File: src/design/ckblit_pkg.sv
// ----------------------------------------------------------------------------
// ckblit_pkg
// Types and constants shared by the color-key sprite blitter and its channels.
// ----------------------------------------------------------------------------
package ckblit_pkg;

  localparam int PixelW    = 16;
  localparam int ScreenW   = 12;
  localparam int BgIndexW  = 23;
  localparam int CfgIndexW = 4;
  localparam int CfgDataW  = 16;

  typedef enum logic [1:0] {
    ACT_SET_CURSOR  = 2'd0,
    ACT_WRITE_PIXEL = 2'd1,
    ACT_COPY_BG     = 2'd2
  } action_e;

  localparam logic [CfgIndexW-1:0] REG_ORIGIN_X      = 4'd0;
  localparam logic [CfgIndexW-1:0] REG_ORIGIN_Y      = 4'd1;
  localparam logic [CfgIndexW-1:0] REG_SPRITE_WIDTH  = 4'd2;
  localparam logic [CfgIndexW-1:0] REG_SPRITE_HEIGHT = 4'd3;
  localparam logic [CfgIndexW-1:0] REG_SCREEN_WIDTH  = 4'd4;
  localparam logic [CfgIndexW-1:0] REG_SCREEN_HEIGHT = 4'd5;
  localparam logic [CfgIndexW-1:0] REG_TOP_CLIP_ROW  = 4'd6;
  localparam logic [CfgIndexW-1:0] REG_KEY_COLOR     = 4'd7;

  localparam logic [ScreenW-1:0] ScreenWidthRst  = 12'd480;
  localparam logic [ScreenW-1:0] ScreenHeightRst = 12'd800;
  localparam logic [PixelW-1:0]  KeyColorRst     = 16'hFFFF;
  localparam int                 TopClipRst      = 24;

  typedef struct packed {
    logic [PixelW-1:0] sprite_pixel;
  } pix_t;

  typedef struct packed {
    action_e             action;
    logic [ScreenW-1:0]  cursor_x;
    logic [ScreenW-1:0]  cursor_y;
    logic [PixelW-1:0]   pixel_value;
    logic [BgIndexW-1:0] background_index;
    logic                last;
  } res_t;

  typedef struct packed {
    logic [CfgIndexW-1:0] index;
    logic [CfgDataW-1:0]  data;
  } cfg_t;

endpackage

File: src/design/ckblit_if.sv
// ----------------------------------------------------------------------------
// ckblit_if
// Valid/ready channel carrying one payload per transaction.
// ----------------------------------------------------------------------------
interface ckblit_if #(
  parameter type payload_t = logic
);
  logic     valid;
  logic     ready;
  payload_t data;

  modport source (output valid, output data, input ready);
  modport sink   (input valid, input data, output ready);
endinterface

File: src/design/color_key_sprite_blit.sv
// ----------------------------------------------------------------------------
// color_key_sprite_blit
// Turns a bottom-up sprite pixel stream into cursor, pixel-write and
// background-copy actions for a display controller, with color keying.
// ----------------------------------------------------------------------------
//  channel   dir   payload                                     handshake
//  px_i      in    sprite_pixel                                valid/ready
//  res_o     out   action, cursor_x/y, pixel_value,            valid/ready
//                  background_index, last
//  cfg_i     in    index, data (register write)                valid/ready
//
//  A pixel transaction yields zero to three actions, all computed in the
//  accepting cycle and held in a three-entry result register.
//  One action leaves per cycle while res_o.ready is high. px_i.ready is high
//  when the result register is empty or empties in that cycle, so a new pixel
//  waits for the earlier actions to leave. Configuration writes are always taken.
//  Reset loads the register defaults and puts the counters at the window start.
module color_key_sprite_blit #(
  parameter int COORD_BITS = 11
) (
  input  logic         clk_i,
  input  logic         rst_ni,
  ckblit_if.sink       px_i,
  ckblit_if.source     res_o,
  ckblit_if.sink       cfg_i
);

  localparam int CW = COORD_BITS + 1;
  localparam int OW = (COORD_BITS < 11) ? COORD_BITS : 11;
  localparam int LW = ((COORD_BITS > ckblit_pkg::ScreenW) ? COORD_BITS
                       : ckblit_pkg::ScreenW) + 2;
  localparam int SW = ckblit_pkg::ScreenW;
  localparam int BW = ckblit_pkg::BgIndexW;

  logic [OW-1:0]     ox_q, ox_d, oy_q, oy_d, top_q, top_d;
  logic [SW-1:0]     spw_q, spw_d, sph_q, sph_d, scw_q, scw_d, sch_q, sch_d;
  logic [ckblit_pkg::PixelW-1:0] key_q, key_d;
  logic              cfg_hit;

  logic [CW-1:0]     col_q, col_d, row_q, row_d;
  logic [1:0]        cnt_q, cnt_d;
  ckblit_pkg::res_t  slot_q [3];
  ckblit_pkg::res_t  slot_n [3];
  ckblit_pkg::res_t  cand   [3];
  logic [2:0]        pres;
  logic [1:0]        n_res;

  logic              px_acc, pop;
  logic              row_start, visible, row_end, sprite_end;
  logic [LW-1:0]     row_last_col;
  logic [SW-1:0]     eff_w, eff_h_d, bg_rows;
  logic [CW-1:0]     col_rst, row_rst;
  logic [ckblit_pkg::PixelW-1:0] pix;

  assign cfg_i.ready = 1'b1;
  assign pop         = res_o.valid && res_o.ready;
  assign px_i.ready  = (cnt_q == 2'd0) || ((cnt_q == 2'd1) && res_o.ready);
  assign px_acc      = px_i.valid && px_i.ready;
  assign pix         = px_i.data.sprite_pixel;

  always_comb begin
    ox_d    = ox_q;
    oy_d    = oy_q;
    spw_d   = spw_q;
    sph_d   = sph_q;
    scw_d   = scw_q;
    sch_d   = sch_q;
    top_d   = top_q;
    key_d   = key_q;
    cfg_hit = 1'b0;
    if (cfg_i.valid) begin
      cfg_hit = 1'b1;
      unique case (cfg_i.data.index)
        ckblit_pkg::REG_ORIGIN_X:      ox_d  = cfg_i.data.data[OW-1:0];
        ckblit_pkg::REG_ORIGIN_Y:      oy_d  = cfg_i.data.data[OW-1:0];
        ckblit_pkg::REG_SPRITE_WIDTH:  spw_d = cfg_i.data.data[SW-1:0];
        ckblit_pkg::REG_SPRITE_HEIGHT: sph_d = cfg_i.data.data[SW-1:0];
        ckblit_pkg::REG_SCREEN_WIDTH:  scw_d = cfg_i.data.data[SW-1:0];
        ckblit_pkg::REG_SCREEN_HEIGHT: sch_d = cfg_i.data.data[SW-1:0];
        ckblit_pkg::REG_TOP_CLIP_ROW:  top_d = cfg_i.data.data[OW-1:0];
        ckblit_pkg::REG_KEY_COLOR:     key_d = cfg_i.data.data;
        default:                       cfg_hit = 1'b0;
      endcase
    end
  end

  // Window start for the geometry in effect after this cycle.
  assign eff_h_d = (sph_d == '0) ? SW'(1) : sph_d;
  assign col_rst = CW'(ox_d);
  assign row_rst = CW'(LW'(oy_d) + LW'(eff_h_d) - LW'(1));

  assign eff_w        = (spw_q == '0) ? SW'(1) : spw_q;
  assign row_last_col = LW'(ox_q) + LW'(eff_w) - LW'(1);
  assign row_start    = (col_q == CW'(ox_q));
  assign visible      = (LW'(row_q) >= LW'(top_q)) && (LW'(row_q) < LW'(sch_q));
  assign row_end      = (LW'(col_q) >= row_last_col);
  assign sprite_end   = row_end && (LW'(row_q) <= LW'(oy_q));
  assign bg_rows      = sch_q - SW'(1) - SW'(row_q);

  always_comb begin
    cand[0]          = '0;
    cand[0].action   = ckblit_pkg::ACT_SET_CURSOR;
    cand[0].cursor_x = SW'(col_q);
    cand[0].cursor_y = SW'(row_q);

    cand[1] = '0;
    if (pix != key_q) begin
      cand[1].action      = ckblit_pkg::ACT_WRITE_PIXEL;
      cand[1].pixel_value = pix;
    end else begin
      cand[1].action           = ckblit_pkg::ACT_COPY_BG;
      cand[1].background_index = BW'((2*SW)'(scw_q) * (2*SW)'(bg_rows)) + BW'(col_q);
    end

    cand[2]          = '0;
    cand[2].action   = ckblit_pkg::ACT_SET_CURSOR;
    cand[2].cursor_x = scw_q - SW'(1);
    cand[2].cursor_y = sch_q - SW'(1);
    cand[2].last     = 1'b1;
  end

  assign pres  = {sprite_end, visible, row_start};
  assign n_res = 2'(pres[0]) + 2'(pres[1]) + 2'(pres[2]);

  always_comb begin
    logic [1:0] k;
    k = 2'd0;
    for (int i = 0; i < 3; i++) begin
      slot_n[i] = '0;
    end
    for (int i = 0; i < 3; i++) begin
      if (pres[i]) begin
        slot_n[k] = cand[i];
        k         = k + 2'd1;
      end
    end
  end

  always_comb begin
    col_d = col_q;
    row_d = row_q;
    cnt_d = cnt_q;
    if (px_acc) begin
      cnt_d = n_res;
    end else if (pop) begin
      cnt_d = cnt_q - 2'd1;
    end
    if (cfg_hit) begin
      col_d = col_rst;
      row_d = row_rst;
    end else if (px_acc) begin
      if (row_end) begin
        if (sprite_end) begin
          col_d = col_rst;
          row_d = row_rst;
        end else begin
          col_d = CW'(ox_q);
          row_d = row_q - CW'(1);
        end
      end else begin
        col_d = col_q + CW'(1);
      end
    end
  end

  always_ff @(posedge clk_i or negedge rst_ni) begin
    if (!rst_ni) begin
      ox_q  <= '0;
      oy_q  <= '0;
      spw_q <= SW'(1);
      sph_q <= SW'(1);
      scw_q <= ckblit_pkg::ScreenWidthRst;
      sch_q <= ckblit_pkg::ScreenHeightRst;
      top_q <= OW'(ckblit_pkg::TopClipRst);
      key_q <= ckblit_pkg::KeyColorRst;
      col_q <= '0;
      row_q <= '0;
      cnt_q <= 2'd0;
    end else begin
      ox_q  <= ox_d;
      oy_q  <= oy_d;
      spw_q <= spw_d;
      sph_q <= sph_d;
      scw_q <= scw_d;
      sch_q <= sch_d;
      top_q <= top_d;
      key_q <= key_d;
      col_q <= col_d;
      row_q <= row_d;
      cnt_q <= cnt_d;
    end
  end

  always_ff @(posedge clk_i) begin
    if (px_acc) begin
      slot_q[0] <= slot_n[0];
      slot_q[1] <= slot_n[1];
      slot_q[2] <= slot_n[2];
    end else if (pop) begin
      slot_q[0] <= slot_q[1];
      slot_q[1] <= slot_q[2];
    end
  end

  assign res_o.valid = (cnt_q != 2'd0);
  assign res_o.data  = slot_q[0];

`ifndef SYNTHESIS
  a_last_is_park: assert property (@(posedge clk_i) disable iff (!rst_ni)
    (res_o.valid && res_o.data.last) |->
      (res_o.data.action == ckblit_pkg::ACT_SET_CURSOR))
    else $error("last transaction is not a cursor set");

  a_park_restarts: assert property (@(posedge clk_i) disable iff (!rst_ni)
    (px_acc && sprite_end) |=> (col_q == CW'(ox_q)))
    else $error("column not back at window start after sprite end");

  a_row_start_cursor: assert property (@(posedge clk_i) disable iff (!rst_ni)
    (px_acc && row_start) |=>
      (res_o.valid && res_o.data.action == ckblit_pkg::ACT_SET_CURSOR))
    else $error("row start without a leading cursor set");

  a_no_accept_with_backlog: assert property (@(posedge clk_i) disable iff (!rst_ni)
    (px_acc && cnt_q != 2'd0) |-> (pop && cnt_q == 2'd1))
    else $error("pixel accepted while earlier actions remain queued");
`endif

endmodule

File: src/flat_wrapper.sv
// flat-port wrapper written by rule: the top's interface ports become plain ports
module color_key_sprite_blit_flat 
#(
  parameter int COORD_BITS = 11
)
  (clk_i, rst_ni, px_i_valid, px_i_data, px_i_ready, res_o_valid, res_o_data, res_o_ready, cfg_i_valid, cfg_i_data, cfg_i_ready);
  ckblit_if #(.payload_t(ckblit_pkg::pix_t)) px_i_i ();
  ckblit_if #(.payload_t(ckblit_pkg::res_t)) res_o_i ();
  ckblit_if #(.payload_t(ckblit_pkg::cfg_t)) cfg_i_i ();
  input  logic clk_i;
  input  logic rst_ni;
  input wire logic [$bits(px_i_i.valid)-1:0] px_i_valid;
  input wire logic [$bits(px_i_i.data)-1:0] px_i_data;
  output wire logic [$bits(px_i_i.ready)-1:0] px_i_ready;
  output wire logic [$bits(res_o_i.valid)-1:0] res_o_valid;
  output wire logic [$bits(res_o_i.data)-1:0] res_o_data;
  input wire logic [$bits(res_o_i.ready)-1:0] res_o_ready;
  input wire logic [$bits(cfg_i_i.valid)-1:0] cfg_i_valid;
  input wire logic [$bits(cfg_i_i.data)-1:0] cfg_i_data;
  output wire logic [$bits(cfg_i_i.ready)-1:0] cfg_i_ready;
  assign px_i_i.valid = px_i_valid;
  assign px_i_i.data = px_i_data;
  assign px_i_ready = px_i_i.ready;
  assign res_o_valid = res_o_i.valid;
  assign res_o_data = res_o_i.data;
  assign res_o_i.ready = res_o_ready;
  assign cfg_i_i.valid = cfg_i_valid;
  assign cfg_i_i.data = cfg_i_data;
  assign cfg_i_ready = cfg_i_i.ready;
  color_key_sprite_blit #(.COORD_BITS(COORD_BITS)) u_core (.clk_i(clk_i), .rst_ni(rst_ni), .px_i(px_i_i), .res_o(res_o_i), .cfg_i(cfg_i_i));
endmodule
File: config.mk
export PLATFORM = sky130hd
export DESIGN_NAME = color_key_sprite_blit_flat
export DESIGN_NICKNAME = d
export VERILOG_FILES = /design/src/design/ckblit_pkg.sv /design/src/design/ckblit_if.sv /design/src/design/color_key_sprite_blit.sv /design/src/flat_wrapper.sv
export SDC_FILE = /design/constraint.sdc
export NUM_CORES = 1
export LEC_CHECK = 0
export BUFFER_PORTS_ARGS = -buffer_cell sky130_fd_sc_hd__buf_2
export CAP_MARGIN = 15
export CORE_ASPECT_RATIO = 1.2
export CORE_MARGIN = 1
export CORE_UTILIZATION = 25
export DETAILED_ROUTE_END_ITERATION = 8
export PLACE_DENSITY_LB_ADDON = 0.2
export SETUP_SLACK_MARGIN = 0.05
export SKIP_CTS_REPAIR_TIMING = 1
export SYNTH_ARGS = -nofsm -noshare
export SYNTH_HDL_FRONTEND = slang
export SYNTH_SLANG_ARGS = --single-unit
File: constraint.sdc
create_clock -name clk_i -period 9.9 [get_ports clk_i]
set_input_delay 0.99 -clock clk_i [delete_from_list [all_inputs] [get_ports clk_i]]
set_output_delay 0.99 -clock clk_i [all_outputs]
set_load 0.02 [all_outputs]
==> impl.org <==
** Hold path
- Hold WC Path Type :: in -> async

** Final layout
- Leaving out fill and tap cells, the most frequent cell in the layout is sky130_fd_sc_hd__inv_1.
- Cells with a size suffix above 1 make up 14.9% of the layout.
- Leading cell types in the layout, fill and taps excluded :: 293 x sky130_fd_sc_hd__inv_1, 270 x sky130_fd_sc_hd__nand2_1, 164 x sky130_fd_sc_hd__ha_1
- The finished cells cover 23600 sq um.
- Layout area overhead :: 11.4%
- The final layout contains 2485 nets.

** Place
- Port bufs :: 108
- Pre-CTS setup slack :: 0.622 ns
- After detailed placement, the total cell area comes to 22500 sq um.
- Detailed placement ended at an HPWL of 43.9 mm.
- Routability congestion estimate from global placement :: 0.833

** Global route
- Antenna violations before repair :: 5
- The number of global-route vias before repair came to 15.3k.
- After global routing, the most crowded layer is met2.
- In the global route stage, overall resource usage came out at 14.0%.
- Global routing consumed, on the met1 layer, 18.4% of the routing resources.
- For this run the aggregate overflow at the end of global routing stands at 0.
- Met3 Use GR :: 1.82%
- Wire length of the first global-routing pass :: 92.3 mm
- Entering global routing, the biggest net connects 79 pins.
- Grt met2 use :: 23.6%

** Synthesis
- Post-Syn Area :: 21200 sq um
- The largest total area in the synthesized netlist belongs to sky130_fd_sc_hd__edfxtp_1.
- Count of cell types in the netlist :: 79
- Sequential share of the synthesized area :: 37.0%
- The number of nets handed over by synthesis was 2469.
- The most used flip-flop cell after synthesis is sky130_fd_sc_hd__edfxtp_1.
- Number of enable flip-flop cells after synthesis :: 157
- Count of mapped cells out of synthesis :: 2150
- In the synthesized netlist the async set-or-reset flop fraction comes to 43.9%.
- In the post-synthesis netlist, the biggest area contributors are sky130_fd_sc_hd__edfxtp_1 22%, sky130_fd_sc_hd__dfrtp_1 11%, sky130_fd_sc_hd__fa_1 11%.
- Post-synthesis average cell area :: 9.84 sq um
- Yosys printed 0 warnings.
- Area share of the largest cell type after synthesis :: 22.3%
- After synthesis the netlist holds a flip-flop and latch count of 280.

** Timing
- Number of hold violations in the final report :: 0
- Setup violations remaining at the end of the flow were counted as 0.
- Maximum clock skew at final layout :: 0.0165 ns
- Slew at the pin closest to its max-slew limit :: 1.12 ns
- Final Cycle Share :: 93.5%
- Unrepaired setup endpoints after global routing :: no
- Highest Clock Rate :: 108 MHz
- Minimum clock period after layout :: 9.26 ns
- Rel. slew slack :: 24.8%
- Final max-slew violation count :: 0
- Setup Total Neg Slack :: 0 ns
- Final critical-path setup slack :: 0.641 ns

** Setup path
- By startpoint and endpoint, the worst setup path is classified as reg -> reg.
- The worst setup path is launched from a register.
- Data required, critical path :: 10.23 ns
- Depth of the most critical reg-to-reg path :: 30
- The worst setup path is captured at a register.
- Along the worst path, the maximum fanout reaches 11.
- For this run, the slowest stage of the critical path takes 0.63 ns.
- On the critical path, the stage with the largest delay is an instance of sky130_fd_sc_hd__o41ai_1.
- Data arrives at the worst endpoint at 9.59 ns.

** Floorplanning
- Width of the chip :: 268 microns
- Vertical die dimension :: 321 microns
- I/O pin total :: 110
- Once the floorplan was initialized, standard cells occupied 25.3% of the core.
- Floorplan die area :: 85800 sq um
- After floorplanning, the core was divided into 116 placement rows.
- Placeable Area :: 83600 sq um

** Routing
- Using the TritonRoute via totals, the vias-per-cell ratio works out to 4.47.
- Residual antenna-violating net count after detailed routing :: 0
- Dividing the detail-routed wire length by the instance count gives 18.0 microns.
- Pre-Repair DR Iteration Count :: 5
- Count of unresolved DRC violations after routing :: 0
- For this block, the via count after detailed routing is 14.8k.
- The routed design has 59.5 mm of wire.
- 1st-iter DRT viols :: 712

** Clock tree
- Clock root cell :: sky130_fd_sc_hd__clkbuf_16
- Num CTS Buffers :: 31
- Worst-skew pair later-pin latency :: 0.62 ns
- The tree built by TritonCTS fans out to 280 sinks.
- TritonCTS built the clock tree.
- Number of buffers between clock root and the deepest sink :: 3
- In this run the number of H-tree levels came out at 1.
- Clock slew at reported path FFs :: 0.06 ns

** Outcome
- Run status :: finished, final reports clean

** Flow run
- Across the run, the number of max-cap violations was 0.
-- cell families after synthesis --
family,Yosys count,synth area share (%)
XOR/XNOR,110,4.55
flip-flops,280,37.0
AND/OR/NAND/NOR,589,12.9
other,1,0.0177
multiplexers,117,6.04
AO/OA/AOI/OAI,319,9.59
adder cells (fa/ha/maj),278,20.5
buffers and inverters,456,9.41
-- flip-flops by register name, indices dropped and copies added (netlist names) --
| name | count |
|---|---|
| u_core.slot_q | 157 |
| u_core.key_q | 16 |
| u_core.col_q | 12 |
| u_core.row_q | 12 |
| u_core.sch_q | 12 |
| u_core.scw_q | 12 |
| u_core.sph_q | 12 |
| u_core.spw_q | 12 |
| u_core.ox_q | 11 |
| u_core.oy_q | 11 |
| u_core.top_q | 11 |
| u_core.cnt_q | 2 |
-- critical path, delay by kind of cell, from the launching register on --
| family | cells | cell delay (ns) |
|---|---|---|
| adders and majority gates | 8 | 3.54 |
| AOI/OAI and AO/OA | 11 | 3.08 |
| xor gates and xnor gates | 3 | 0.97 |
| DFF | 1 | 0.54 |
| and+or+nand+nor | 3 | 0.49 |
| buffers and inverters | 5 | 0.33 |
-- per-layer routing --
metal	up-vias	part of all wire [%]
met5	-	0.092
met3	83	3.6
met4	8	2.7
met2	246	49
li1	7121	-
met1	7367	45
-- area by class of cell --
cell class,count,area (sq um)
antenna,2,5.00
multi-input combinational,1414,11400
clock buffer,36,795
timing repair buffer,144,821
sequential,280,7830
clock inverter,22,236
inverter,295,1110
fill,8833,60000
tap,1121,1400
-- stage by stage --
stage	hold WS (ns)	cells	util [%]
6_report	0.481	3314	28.2
5_1_grt	0.521	3313	28.2
4_1_cts	0.479	3311	28.2
3_5_place_dp	0.506	3253	26.9
3_3_place_gp	0.499	3249	26.9
2_1_floorplan	0.471	2150	-
-- Yosys cell counts (all sizes together) (6+ instances only) --
cell and n:
inv 293, nand2 271, ha 164, edfxtp 157
o21ai 134, fa 114, nor2 106, dfrtp 96
mux2 86, clkbuf 81, buf 80, xnor2 66
and2 64, a21oi 52, xor2 44, nor3 34
mux2i 31, dfstp 27, nand3 24, a21o 23
a22o 17, nand2b 15, nor4 13, and3 12
nand4 12, nor2b 11, o21a 11, o221ai 8
a211o 7, a211oi 7, a31oi 7, nor3b 7
o21bai 6
-- final timing paths --
path,from,endpoint,slack [ns]
hold reg to reg,u_core.top_q[4]$_DFFE_PN1P_,u_core.top_q[4]$_DFFE_PN1P_,0.52
hold / removal,rst_ni,u_core.top_q[5]$_DFFE_PN0P_,0.48
min in group clk_i,u_core.top_q[4]$_DFFE_PN1P_,u_core.top_q[4]$_DFFE_PN1P_,0.52
max in group asynchronous,rst_ni,u_core.ox_q[3]$_DFF_PN0_,8.01
setup reg to reg,u_core.sch_q[0]$_DFFE_PN0P_,u_core.slot_q[0][23]$_DFFE_PP_,0.64
setup / recovery,u_core.sch_q[0]$_DFFE_PN0P_,u_core.slot_q[0][23]$_DFFE_PP_,0.64
Power is left out: the tool's default activity adds up to more than one toggle a clock period on the data nets, which glitch-free logic cannot reach.
